File: config.mk
export PLATFORM = sky130hd
export DESIGN_NAME = simpson_integrator_flat
export DESIGN_NICKNAME = d
export VERILOG_FILES = /design/src/rtl/simp_pkg.sv /design/src/rtl/simp_if.sv /design/src/rtl/simp_accum.sv /design/src/rtl/simp_scale.sv /design/src/rtl/simpson_integrator.sv /design/src/flat_wrapper.sv
export SDC_FILE = /design/constraint.sdc
export NUM_CORES = 2
export LEC_CHECK = 0
export BUFFER_PORTS_ARGS = -buffer_cell sky130_fd_sc_hd__buf_2
export CORE_MARGIN = 2
export CORE_UTILIZATION = 30
export CTS_CLUSTER_SIZE = 14
export DETAILED_ROUTE_END_ITERATION = 12
export GPL_TIMING_DRIVEN = 0
export PLACE_DENSITY = 0.51
export SLEW_MARGIN = 40
export SYNTH_ARGS = -nofsm -noshare
export SYNTH_HDL_FRONTEND = slang
export SYNTH_SLANG_ARGS = --single-unit
File: constraint.sdc
create_clock -name i_clk -period 26.1 [get_ports i_clk]
set_input_delay 3.915 -clock i_clk [delete_from_list [all_inputs] [get_ports i_clk]]
set_output_delay 3.915 -clock i_clk [all_outputs]
set_load 0.02 [all_outputs]
File: src/rtl/simp_pkg.sv
package simp_pkg;

    localparam int CNT_W       = 10;
    localparam int SMP_W       = 16;
    localparam int STEP_W      = 16;
    localparam int SIMP_W      = 32;
    localparam int TAIL_W      = 20;
    localparam int TRAP_W      = 18;
    localparam int RES_W       = 48;
    localparam int CFG_IDX_W   = 1;
    localparam int CFG_DATA_W  = 16;
    localparam int MAX_SAMPLES_DEF = 1000;

    // Weighted sample: up to 4 * sample, with sign.
    localparam int WSMP_W      = SMP_W + 3;

    localparam logic [CNT_W-1:0]  CNT_RESET  = 10'd2;
    localparam logic [STEP_W-1:0] STEP_RESET = 16'd51;

    localparam logic STATUS_OK  = 1'b0;
    localparam logic STATUS_BAD = 1'b1;

    typedef enum logic [CFG_IDX_W-1:0] {
        CFG_SAMPLE_COUNT = 1'b0,
        CFG_STEP_SIZE    = 1'b1
    } t_cfg_idx;

    typedef enum logic [1:0] {
        MODE_TRAP,
        MODE_38,
        MODE_ODD,
        MODE_MIXED
    } t_mode;

    // Sums of one finished integral, handed to the scaling pipeline.
    typedef struct packed {
        logic                     err;
        logic signed [SIMP_W-1:0] simpson;
        logic signed [TAIL_W-1:0] tail;
        logic signed [TRAP_W-1:0] trap;
        logic [STEP_W-1:0]        step;
    } t_snap;

endpackage

File: src/rtl/simp_if.sv
interface simp_in_if import simp_pkg::*; ();
    logic                    valid;
    logic                    ready;
    logic signed [SMP_W-1:0] sample;

    modport source (output valid, output sample, input ready);
    modport sink   (input valid, input sample, output ready);
endinterface

interface simp_out_if import simp_pkg::*; ();
    logic                    valid;
    logic                    ready;
    logic signed [RES_W-1:0] integral;
    logic                    status;

    modport source (output valid, output integral, output status, input ready);
    modport sink   (input valid, input integral, input status, output ready);
endinterface

File: src/rtl/simp_accum.sv
module simp_accum import simp_pkg::*; #(
    parameter int MAX_SAMPLES = MAX_SAMPLES_DEF
) (
    input  logic                    i_clk,
    input  logic                    i_rst_n,
    input  logic                    i_cfg_we,
    input  logic [CFG_IDX_W-1:0]    i_cfg_idx,
    input  logic [CFG_DATA_W-1:0]   i_cfg_data,
    input  logic                    i_beat,
    input  logic signed [SMP_W-1:0] i_sample,
    input  logic                    i_en,
    output logic                    o_snap_vld,
    output t_snap                   o_snap
);

    logic [CNT_W-1:0]         r_count;
    logic [STEP_W-1:0]        r_step;
    logic [CNT_W-1:0]         r_idx;
    logic signed [SIMP_W-1:0] r_simp;
    logic signed [TAIL_W-1:0] r_tail;
    logic signed [TRAP_W-1:0] r_trap;
    logic                     r_snap_vld;
    t_snap                    r_snap;

    logic signed [SIMP_W-1:0] n_simp;
    logic signed [TAIL_W-1:0] n_tail;
    logic signed [TRAP_W-1:0] n_trap;

    logic             invalid;
    logic             last;
    t_mode            mode;
    logic [CNT_W-1:0] len;
    logic [2:0]       w_simp;
    logic [2:0]       w_tail;

    function automatic logic signed [WSMP_W-1:0] weigh(
        input logic signed [SMP_W-1:0] s,
        input logic [2:0]              w
    );
        logic signed [WSMP_W-1:0] x;
        logic signed [WSMP_W-1:0] r;
        x = WSMP_W'(s);
        case (w)
            3'd1:    r = x;
            3'd2:    r = x <<< 1;
            3'd3:    r = x + (x <<< 1);
            3'd4:    r = x <<< 2;
            default: r = '0;
        endcase
        return r;
    endfunction

    always_comb begin
        invalid = (r_count < CNT_W'(2)) || (r_count > CNT_W'(MAX_SAMPLES));
        last    = (r_idx == r_count - CNT_W'(1));

        if (r_count == CNT_W'(2)) begin
            mode = MODE_TRAP;
        end else if (r_count == CNT_W'(4)) begin
            mode = MODE_38;
        end else if (r_count[0]) begin
            mode = MODE_ODD;
        end else begin
            mode = MODE_MIXED;
        end

        // In the mixed rule the Simpson part covers the first count-3 samples.
        len = (mode == MODE_MIXED) ? r_count - CNT_W'(3) : r_count;

        if (r_idx >= len) begin
            w_simp = 3'd0;
        end else if (r_idx == '0 || r_idx == len - CNT_W'(1)) begin
            w_simp = 3'd1;
        end else begin
            w_simp = r_idx[0] ? 3'd4 : 3'd2;
        end

        if (r_idx < r_count - CNT_W'(4)) begin
            w_tail = 3'd0;
        end else if (r_idx == r_count - CNT_W'(4) || r_idx == r_count - CNT_W'(1)) begin
            w_tail = 3'd1;
        end else begin
            w_tail = 3'd3;
        end

        n_simp = r_simp;
        n_tail = r_tail;
        n_trap = r_trap;
        unique case (mode)
            MODE_TRAP: begin
                n_trap = r_trap + TRAP_W'(i_sample);
            end
            MODE_38: begin
                n_tail = r_tail + TAIL_W'(weigh(i_sample, w_tail));
            end
            MODE_ODD: begin
                n_simp = r_simp + SIMP_W'(weigh(i_sample, w_simp));
            end
            MODE_MIXED: begin
                n_simp = r_simp + SIMP_W'(weigh(i_sample, w_simp));
                n_tail = r_tail + TAIL_W'(weigh(i_sample, w_tail));
            end
            default: begin
                n_simp = r_simp;
            end
        endcase
    end

    always_ff @(posedge i_clk) begin
        if (!i_rst_n) begin
            r_count    <= CNT_RESET;
            r_step     <= STEP_RESET;
            r_idx      <= '0;
            r_simp     <= '0;
            r_tail     <= '0;
            r_trap     <= '0;
            r_snap_vld <= 1'b0;
        end else begin
            if (i_cfg_we) begin
                unique case (t_cfg_idx'(i_cfg_idx))
                    CFG_SAMPLE_COUNT: begin
                        r_count <= i_cfg_data[CNT_W-1:0];
                        r_idx   <= '0;
                        r_simp  <= '0;
                        r_tail  <= '0;
                        r_trap  <= '0;
                    end
                    CFG_STEP_SIZE: begin
                        r_step <= i_cfg_data[STEP_W-1:0];
                    end
                    default: begin
                        r_step <= r_step;
                    end
                endcase
            end else if (i_beat) begin
                if (invalid || last) begin
                    r_idx  <= '0;
                    r_simp <= '0;
                    r_tail <= '0;
                    r_trap <= '0;
                end else begin
                    r_idx  <= r_idx + CNT_W'(1);
                    r_simp <= n_simp;
                    r_tail <= n_tail;
                    r_trap <= n_trap;
                end
            end
            if (i_en) begin
                r_snap_vld <= i_beat && (invalid || last);
            end
        end
    end

    always_ff @(posedge i_clk) begin
        if (i_en) begin
            r_snap.err     <= invalid;
            r_snap.simpson <= n_simp;
            r_snap.tail    <= n_tail;
            r_snap.trap    <= n_trap;
            r_snap.step    <= r_step;
        end
    end

    assign o_snap_vld = r_snap_vld;
    assign o_snap     = r_snap;

endmodule

File: src/rtl/simp_scale.sv
module simp_scale import simp_pkg::*; (
    input  logic        i_clk,
    input  logic        i_rst_n,
    input  logic        i_snap_vld,
    input  t_snap       i_snap,
    output logic        o_en,
    simp_out_if.source  o_res
);

    localparam int TOT_W = SIMP_W + 4;
    localparam int MAG_W = 32;
    localparam int A_W   = MAG_W - 4;
    localparam int AH_W  = A_W + STEP_W;
    localparam int BH_W  = 5 + STEP_W;
    localparam int Y_W   = BH_W - 3;
    localparam int Q2_W  = Y_W - 1;
    localparam int SUM_W = AH_W + 1;

    localparam logic [MAG_W:0] RECIP3_33 = 33'h0AAAAAAAB;
    localparam logic [Y_W-1:0] RECIP3_19 = 18'h2AAAB;

    logic en;

    // Stage 2: combined sum, as sign and magnitude.
    logic              r2_vld;
    logic              r2_err;
    logic              r2_neg;
    logic [MAG_W-1:0]  r2_mag;
    logic [STEP_W-1:0] r2_step;

    // Stage 3: a = magnitude / 24.
    logic              r3_vld;
    logic              r3_err;
    logic              r3_neg;
    logic [MAG_W-1:0]  r3_mag;
    logic [A_W-1:0]    r3_a;
    logic [STEP_W-1:0] r3_step;

    // Stage 4: a*h and (remainder)*h.
    logic              r4_vld;
    logic              r4_err;
    logic              r4_neg;
    logic [AH_W-1:0]   r4_ah;
    logic [BH_W-1:0]   r4_bh;

    logic                    r_out_vld;
    logic signed [RES_W-1:0] r_integral;
    logic                    r_status;

    logic signed [TOT_W-1:0]   total;
    logic [TOT_W-1:0]          tot_abs;
    logic [2*MAG_W-4:0]        prod_a;
    logic [MAG_W-1:0]          rem;
    logic [2*Y_W-1:0]          prod_q2;
    logic [Q2_W-1:0]           q2;
    logic [SUM_W-1:0]          mag_sum;
    logic signed [RES_W-1:0]   n_integral;

    assign en = !r_out_vld || o_res.ready;

    always_comb begin
        total = (TOT_W'(i_snap.simpson) <<< 3)
              + (TOT_W'(i_snap.tail) <<< 3) + TOT_W'(i_snap.tail)
              + (TOT_W'(i_snap.trap) <<< 3) + (TOT_W'(i_snap.trap) <<< 2);
        tot_abs = total[TOT_W-1] ? TOT_W'(-total) : TOT_W'(total);

        // floor(x/3) for a 32-bit x: multiply by ceil(2^33/3), keep the top.
        prod_a = (2*MAG_W-3)'(r2_mag[MAG_W-1:3]) * (2*MAG_W-3)'(RECIP3_33);

        // The remainder of the divide by 24 always fits in five bits.
        rem = r3_mag - (MAG_W'({r3_a, 4'b0}) + MAG_W'({r3_a, 3'b0}));

        prod_q2 = (2*Y_W)'(r4_bh[BH_W-1:3]) * (2*Y_W)'(RECIP3_19);
        q2      = prod_q2[2*Y_W-1:Y_W+1];
        mag_sum = SUM_W'(r4_ah) + SUM_W'(q2);
        if (r4_err) begin
            n_integral = '0;
        end else if (r4_neg) begin
            n_integral = -RES_W'(mag_sum);
        end else begin
            n_integral = RES_W'(mag_sum);
        end
    end

    always_ff @(posedge i_clk) begin
        if (!i_rst_n) begin
            r2_vld    <= 1'b0;
            r3_vld    <= 1'b0;
            r4_vld    <= 1'b0;
            r_out_vld <= 1'b0;
        end else if (en) begin
            r2_vld    <= i_snap_vld;
            r3_vld    <= r2_vld;
            r4_vld    <= r3_vld;
            r_out_vld <= r4_vld;
        end
    end

    always_ff @(posedge i_clk) begin
        if (en) begin
            r2_err  <= i_snap.err;
            r2_neg  <= total[TOT_W-1];
            // The sums of any legal count stay below 2^31 in magnitude.
            r2_mag  <= tot_abs[MAG_W-1:0];
            r2_step <= i_snap.step;

            r3_err  <= r2_err;
            r3_neg  <= r2_neg;
            r3_mag  <= r2_mag;
            r3_a    <= prod_a[2*MAG_W-4:MAG_W+1];
            r3_step <= r2_step;

            r4_err  <= r3_err;
            r4_neg  <= r3_neg;
            r4_ah   <= AH_W'(r3_a) * AH_W'(r3_step);
            r4_bh   <= BH_W'(rem[4:0]) * BH_W'(r3_step);

            r_integral <= n_integral;
            r_status   <= r4_err ? STATUS_BAD : STATUS_OK;
        end
    end

    assign o_en           = en;
    assign o_res.valid    = r_out_vld;
    assign o_res.integral = r_integral;
    assign o_res.status   = r_status;

endmodule

File: src/rtl/simpson_integrator.sv
// Simpson integrator over a stream of equally spaced Q8.8 samples.
// Input channel i_smp carries one sample per beat; output channel o_res
// carries one result per finished integral: a signed 48-bit integral with
// 16 fraction bits and a status bit (1 marks an invalid sample count).
// The configuration port sets the sample count (index 0) and the step h
// (index 1, unsigned Q8.8); writing the count restarts the integral.
// The rule follows from the count: trapezoid for two, 3/8 for four,
// composite Simpson for odd counts, Simpson plus a 3/8 tail otherwise.
// A count outside 2..MAX_SAMPLES gives an error result for every sample.
// Throughput is one sample per cycle while the receiver does not stall;
// the weighted accumulate is combinational and registered on each beat.
// After the beat of the last sample the sums are registered, then the
// combined sum, the divide by 24 and the multiply by h go through a
// four-stage scaling pipeline. Reset restores count 2 and h = 51 and
// clears the sums. When the receiver stalls, the whole pipeline holds
// and i_smp.ready drops until the output register is taken.
module simpson_integrator import simp_pkg::*; #(
    parameter int MAX_SAMPLES = MAX_SAMPLES_DEF
) (
    input  logic                  i_clk,
    input  logic                  i_rst_n,
    input  logic                  i_cfg_we,
    input  logic [CFG_IDX_W-1:0]  i_cfg_idx,
    input  logic [CFG_DATA_W-1:0] i_cfg_data,
    simp_in_if.sink               i_smp,
    simp_out_if.source            o_res
);

    logic  en;
    logic  beat;
    logic  snap_vld;
    t_snap snap;

    assign i_smp.ready = en;
    assign beat        = i_smp.valid && en;

    simp_accum #(
        .MAX_SAMPLES (MAX_SAMPLES)
    ) u_accum (
        .i_clk      (i_clk),
        .i_rst_n    (i_rst_n),
        .i_cfg_we   (i_cfg_we),
        .i_cfg_idx  (i_cfg_idx),
        .i_cfg_data (i_cfg_data),
        .i_beat     (beat),
        .i_sample   (i_smp.sample),
        .i_en       (en),
        .o_snap_vld (snap_vld),
        .o_snap     (snap)
    );

    simp_scale u_scale (
        .i_clk      (i_clk),
        .i_rst_n    (i_rst_n),
        .i_snap_vld (snap_vld),
        .i_snap     (snap),
        .o_en       (en),
        .o_res      (o_res)
    );

endmodule
File: src/flat_wrapper.sv
// flat-port wrapper written by rule: the top's interface ports become plain ports
module simpson_integrator_flat import simp_pkg::*;
#(
    parameter int MAX_SAMPLES = MAX_SAMPLES_DEF
)
  (i_clk, i_rst_n, i_cfg_we, i_cfg_idx, i_cfg_data, i_smp_valid, i_smp_sample, i_smp_ready, o_res_valid, o_res_integral, o_res_status, o_res_ready);
  simp_in_if i_smp_i ();
  simp_out_if o_res_i ();
  input  logic i_clk;
  input  logic i_rst_n;
  input  logic i_cfg_we;
  input  logic [CFG_IDX_W-1:0] i_cfg_idx;
  input  logic [CFG_DATA_W-1:0] i_cfg_data;
  input wire logic [$bits(i_smp_i.valid)-1:0] i_smp_valid;
  input wire logic [$bits(i_smp_i.sample)-1:0] i_smp_sample;
  output wire logic [$bits(i_smp_i.ready)-1:0] i_smp_ready;
  output wire logic [$bits(o_res_i.valid)-1:0] o_res_valid;
  output wire logic [$bits(o_res_i.integral)-1:0] o_res_integral;
  output wire logic [$bits(o_res_i.status)-1:0] o_res_status;
  input wire logic [$bits(o_res_i.ready)-1:0] o_res_ready;
  assign i_smp_i.valid = i_smp_valid;
  assign i_smp_i.sample = i_smp_sample;
  assign i_smp_ready = i_smp_i.ready;
  assign o_res_valid = o_res_i.valid;
  assign o_res_integral = o_res_i.integral;
  assign o_res_status = o_res_i.status;
  assign o_res_i.ready = o_res_ready;
  simpson_integrator #(.MAX_SAMPLES(MAX_SAMPLES)) u_core (.i_clk(i_clk), .i_rst_n(i_rst_n), .i_cfg_we(i_cfg_we), .i_cfg_idx(i_cfg_idx), .i_cfg_data(i_cfg_data), .i_smp(i_smp_i), .o_res(o_res_i));
endmodule
==> results.sh <==
export IMPL_maxCapViolCount=0
export IMPL_cpMaxStageDelayCell="fa_1"
export IMPL_fp_dieH_um=446
export IMPL_syn_area_per_cell_um2=9.79
export IMPL_wl_met1_um=68400
export IMPL_status="finished clean"
export IMPL_clock_path_buffers=3
export IMPL_via_count=41600
export IMPL_nets=7753
export IMPL_gr_total_overflow=0
export IMPL_min_to="u_core.u_scale.r3_mag[0]$_DFFE_PN_"
export IMPL_ys_seq_area_share_pct=19.2
export IMPL_cts_setup_buffers=0
export IMPL_root_buffer="clkbuf_16"
export IMPL_hp_start="u_core.u_scale.r2_mag[0]$_DFFE_PN_"
export IMPL_final_cells=8716
export IMPL_cts_hold_buf=0
export IMPL_synthCells=5984
export IMPL_drive_above_1_share_pct=4.44
export IMPL_antenna_found_initial=10
export IMPL_drt_iter0_drc=2238
export IMPL_hp_class="flip-flop to flip-flop"
export IMPL_setup_violations_final=0
export IMPL_clock_sinks=412
export IMPL_worstHoldPathCells=0
export IMPL_synthArstFlopShare_pct=0
export IMPL_seqCellArea_um2=11300
export IMPL_gp_congestion=0.903
export IMPL_area_growth_pct=9.32
export IMPL_drc=0
export IMPL_grt_use_total_pct=15.5
export IMPL_clock_skew_ns=0.0447
export IMPL_yosysUniqueCellTypes=96
export IMPL_fill_cells=20000
export IMPL_cp_start_kind="flip-flop"
export IMPL_grt_pass1_vias=43300
export IMPL_dp_slack_ns=15.39
export IMPL_cts_tree="yes"
export IMPL_ys_ff_latch=412
export IMPL_relSlewSlack_pct=36.8
export IMPL_finalWorstSetupSlack_ns=15.49
export IMPL_wl_met2_um=74300
export IMPL_synthesis_nets=7602
export IMPL_layout_commonest_cell="inv_1"
export IMPL_mostFrequentLayoutCells="1,015 x inv_1, 810 x fa_1, 770 x ha_1, 599 x nand2_1, 301 x edfxtp_1"
export IMPL_die_area_um2=199000
export IMPL_dp_cells=8626
export IMPL_rr_endpoint="u_core.u_scale.o_res.integral[37]$_SDFFCE_PP0N_"
export IMPL_postRouteAntennaNets=0
export IMPL_routedWlPerCell_um=17.6
export IMPL_netlist_area_um2=58600
export IMPL_crit_path_end_kind="flip-flop"
export IMPL_grt_pass1_wl_um=244000
export IMPL_rsz0062_at_grt="no"
export IMPL_r2r_start="u_core.u_scale.r4_bh[4]$_DFFE_PN_"
export IMPL_design_area_um2=64000
export IMPL_postPlaceCellArea_um2=62400
export IMPL_reg2regPathDepth=36
export IMPL_max_stage_delay_ns=0.55
export IMPL_setup_tns_final_ns=0
export IMPL_yosys_warnings=0
export IMPL_dr_pass1_iters=5
export IMPL_fmax_mhz=94.3
export IMPL_crit_type="flip-flop to flip-flop"
export IMPL_fin_crit_sh_pct=40.6
export IMPL_clk_pin_slew_worst_paths_ns=0.07
export IMPL_multi_input_area_um2=42800
export IMPL_worstPathRequired_ns=26.48
export IMPL_min_period_ns=10.61
export IMPL_viasPerCell=4.78
export IMPL_hold_viol_final=0
export IMPL_synth_flop_cell="edfxtp_1"
export IMPL_finalWirelength_um=154000
export IMPL_synth_edf_count=301
export IMPL_cts_made_buffers=48
export IMPL_cp_data_arrival_time_ns=10.99
export IMPL_rows=162
export IMPL_initial_utilization_pct=30.1
export IMPL_pin_count=89
export IMPL_htree_levels=2
export IMPL_drv_slew=0
export IMPL_grt_max_degree=80
export IMPL_worstPathMaxFanout=10
export IMPL_die_w_um=446
export IMPL_cts_resized=0
export IMPL_port_buffer_count=88
export IMPL_core_um2=195000
export IMPL_hpwl_um=130000
export IMPL_max_slew_worst_pin_slew_ns=0.948
export IMPL_clock_latency_ns=0.66
export IMPL_wl_met3_um=6750
export IMPL_top_layer_used="met5"
export IMPL_r2r_slack_ns=15.49
## layer usage
layer / GRT usage [%] / vias to the layer above
li1: - / 20000
met1: 20.5 / 20600
met2: 26.8 / 858
met3: 1.75 / 191
met4: 4.06 / 4
met5: 0 / -
## area by class of cell
class	count	share of cell area (%)
antenna	2	0.00781
sequential	412	17.6
buffer	190	1.16
clock buffer	56	1.94
tap	2542	4.97
clock inverter	31	0.537
inverter	1017	5.97
timing repair buffer	101	0.987
multi-input combinational	4365	66.9
## worst max-delay path, delay by kind of cell (launching register included)
| kind | cells | cell delay, ns |
|---|---|---|
| AO/OA/AOI/OAI | 14 | 4.00 |
| adder cells (fa/ha/maj) | 8 | 3.31 |
| buffers and inverters | 7 | 1.07 |
| XOR/XNOR | 3 | 0.84 |
| AND/OR/NAND/NOR | 4 | 0.57 |
| flip-flops | 1 | 0.54 |
## logic make-up (layout without fill, tap and decap cells)
| kind of cell | after synthesis | in the layout | synth area share (%) |
|---|---|---|---|
| adder cells (fa/ha/maj) | 1580 | 1580 | 44.1 |
| AND/OR/NAND/NOR | 1489 | 1489 | 12.4 |
| buffers and inverters | 1207 | 1395 | 7.76 |
| AO/OA/AOI/OAI | 904 | 904 | 10.5 |
| flip-flops | 412 | 412 | 19.2 |
| XOR/XNOR | 345 | 345 | 5.17 |
| multiplexers | 47 | 47 | 0.837 |
| other | 0 | 2 | 0 |
## metrics by stage
stage | hold WS (ns) | utilization, %
5_1_grt | 0.423 | 32.9
6_report | 0.412 | 32.9
3_3_place_gp | 0.402 | 32.0
2_1_floorplan | 0.400 | -
3_5_place_dp | 0.405 | 32.1
4_1_cts | 0.418 | 32.9
## synth_stat cells (16+ instances only)
cell type | number | area, µm²
or2_2 | 16 | 100
a22oi_1 | 52 | 390
fa_1 | 810 | 16200
nor2b_1 | 112 | 701
o31ai_1 | 32 | 240
a21oi_1 | 214 | 1070
a211oi_1 | 44 | 330
xor2_1 | 118 | 1030
dfxtp_1 | 111 | 2220
nor3_1 | 64 | 320
ha_1 | 770 | 9630
xnor2_1 | 226 | 1980
clkbuf_1 | 169 | 634
nand3_1 | 73 | 365
a21boi_0 | 29 | 218
inv_1 | 1016 | 3810
o21a_1 | 49 | 368
and3_1 | 39 | 244
edfxtp_1 | 301 | 9040
nand4_1 | 31 | 194
nor4_1 | 17 | 106
o211ai_1 | 19 | 143
mux2_2 | 16 | 180
o21ai_0 | 139 | 696
a21o_1 | 106 | 796
nor2_1 | 225 | 845
a31oi_1 | 25 | 156
nand2b_1 | 44 | 275
nand2_1 | 599 | 2250
mux2i_1 | 31 | 310
or3_1 | 24 | 150
and2_1 | 190 | 1190
o21bai_1 | 29 | 218
## worst max path at each step
stage / startpoint / end / cells after the start
finish: u_core.u_scale.r4_bh[4]$_DFFE_PN_ / u_core.u_scale.o_res.integral[37]$_SDFFCE_PP0N_ / 36
floorplan: o_res_ready / i_smp_ready / 3
global placement: o_res_ready / i_smp_ready / 5
detailed placement: u_core.u_scale.r4_bh[4]$_DFFE_PN_ / u_core.u_scale.o_res.integral[37]$_SDFFCE_PP0N_ / 36
global route: u_core.u_scale.r4_bh[4]$_DFFE_PN_ / u_core.u_scale.o_res.integral[39]$_SDFFCE_PP0N_ / 36
CTS: u_core.u_scale.r4_bh[4]$_DFFE_PN_ / u_core.u_scale.o_res.integral[37]$_SDFFCE_PP0N_ / 36
## flip-flops by register name, indices dropped and copies added, names as in the netlist, 18 cells and up
name                           flops
u_core.u_scale.r2_mag             32
u_core.u_scale.r4_bh              18
u_core.u_scale.r4_ah              44
u_core.u_accum.o_snap             87
u_core.u_scale.o_res.integral     48
u_core.u_accum.r_trap             18
u_core.u_accum.r_simp             32
u_core.u_scale.r3_a               28
u_core.u_accum.r_tail             20
Power is left out: the tool's default activity adds up to more than one toggle a clock period on the data nets, which glitch-free logic cannot reach.
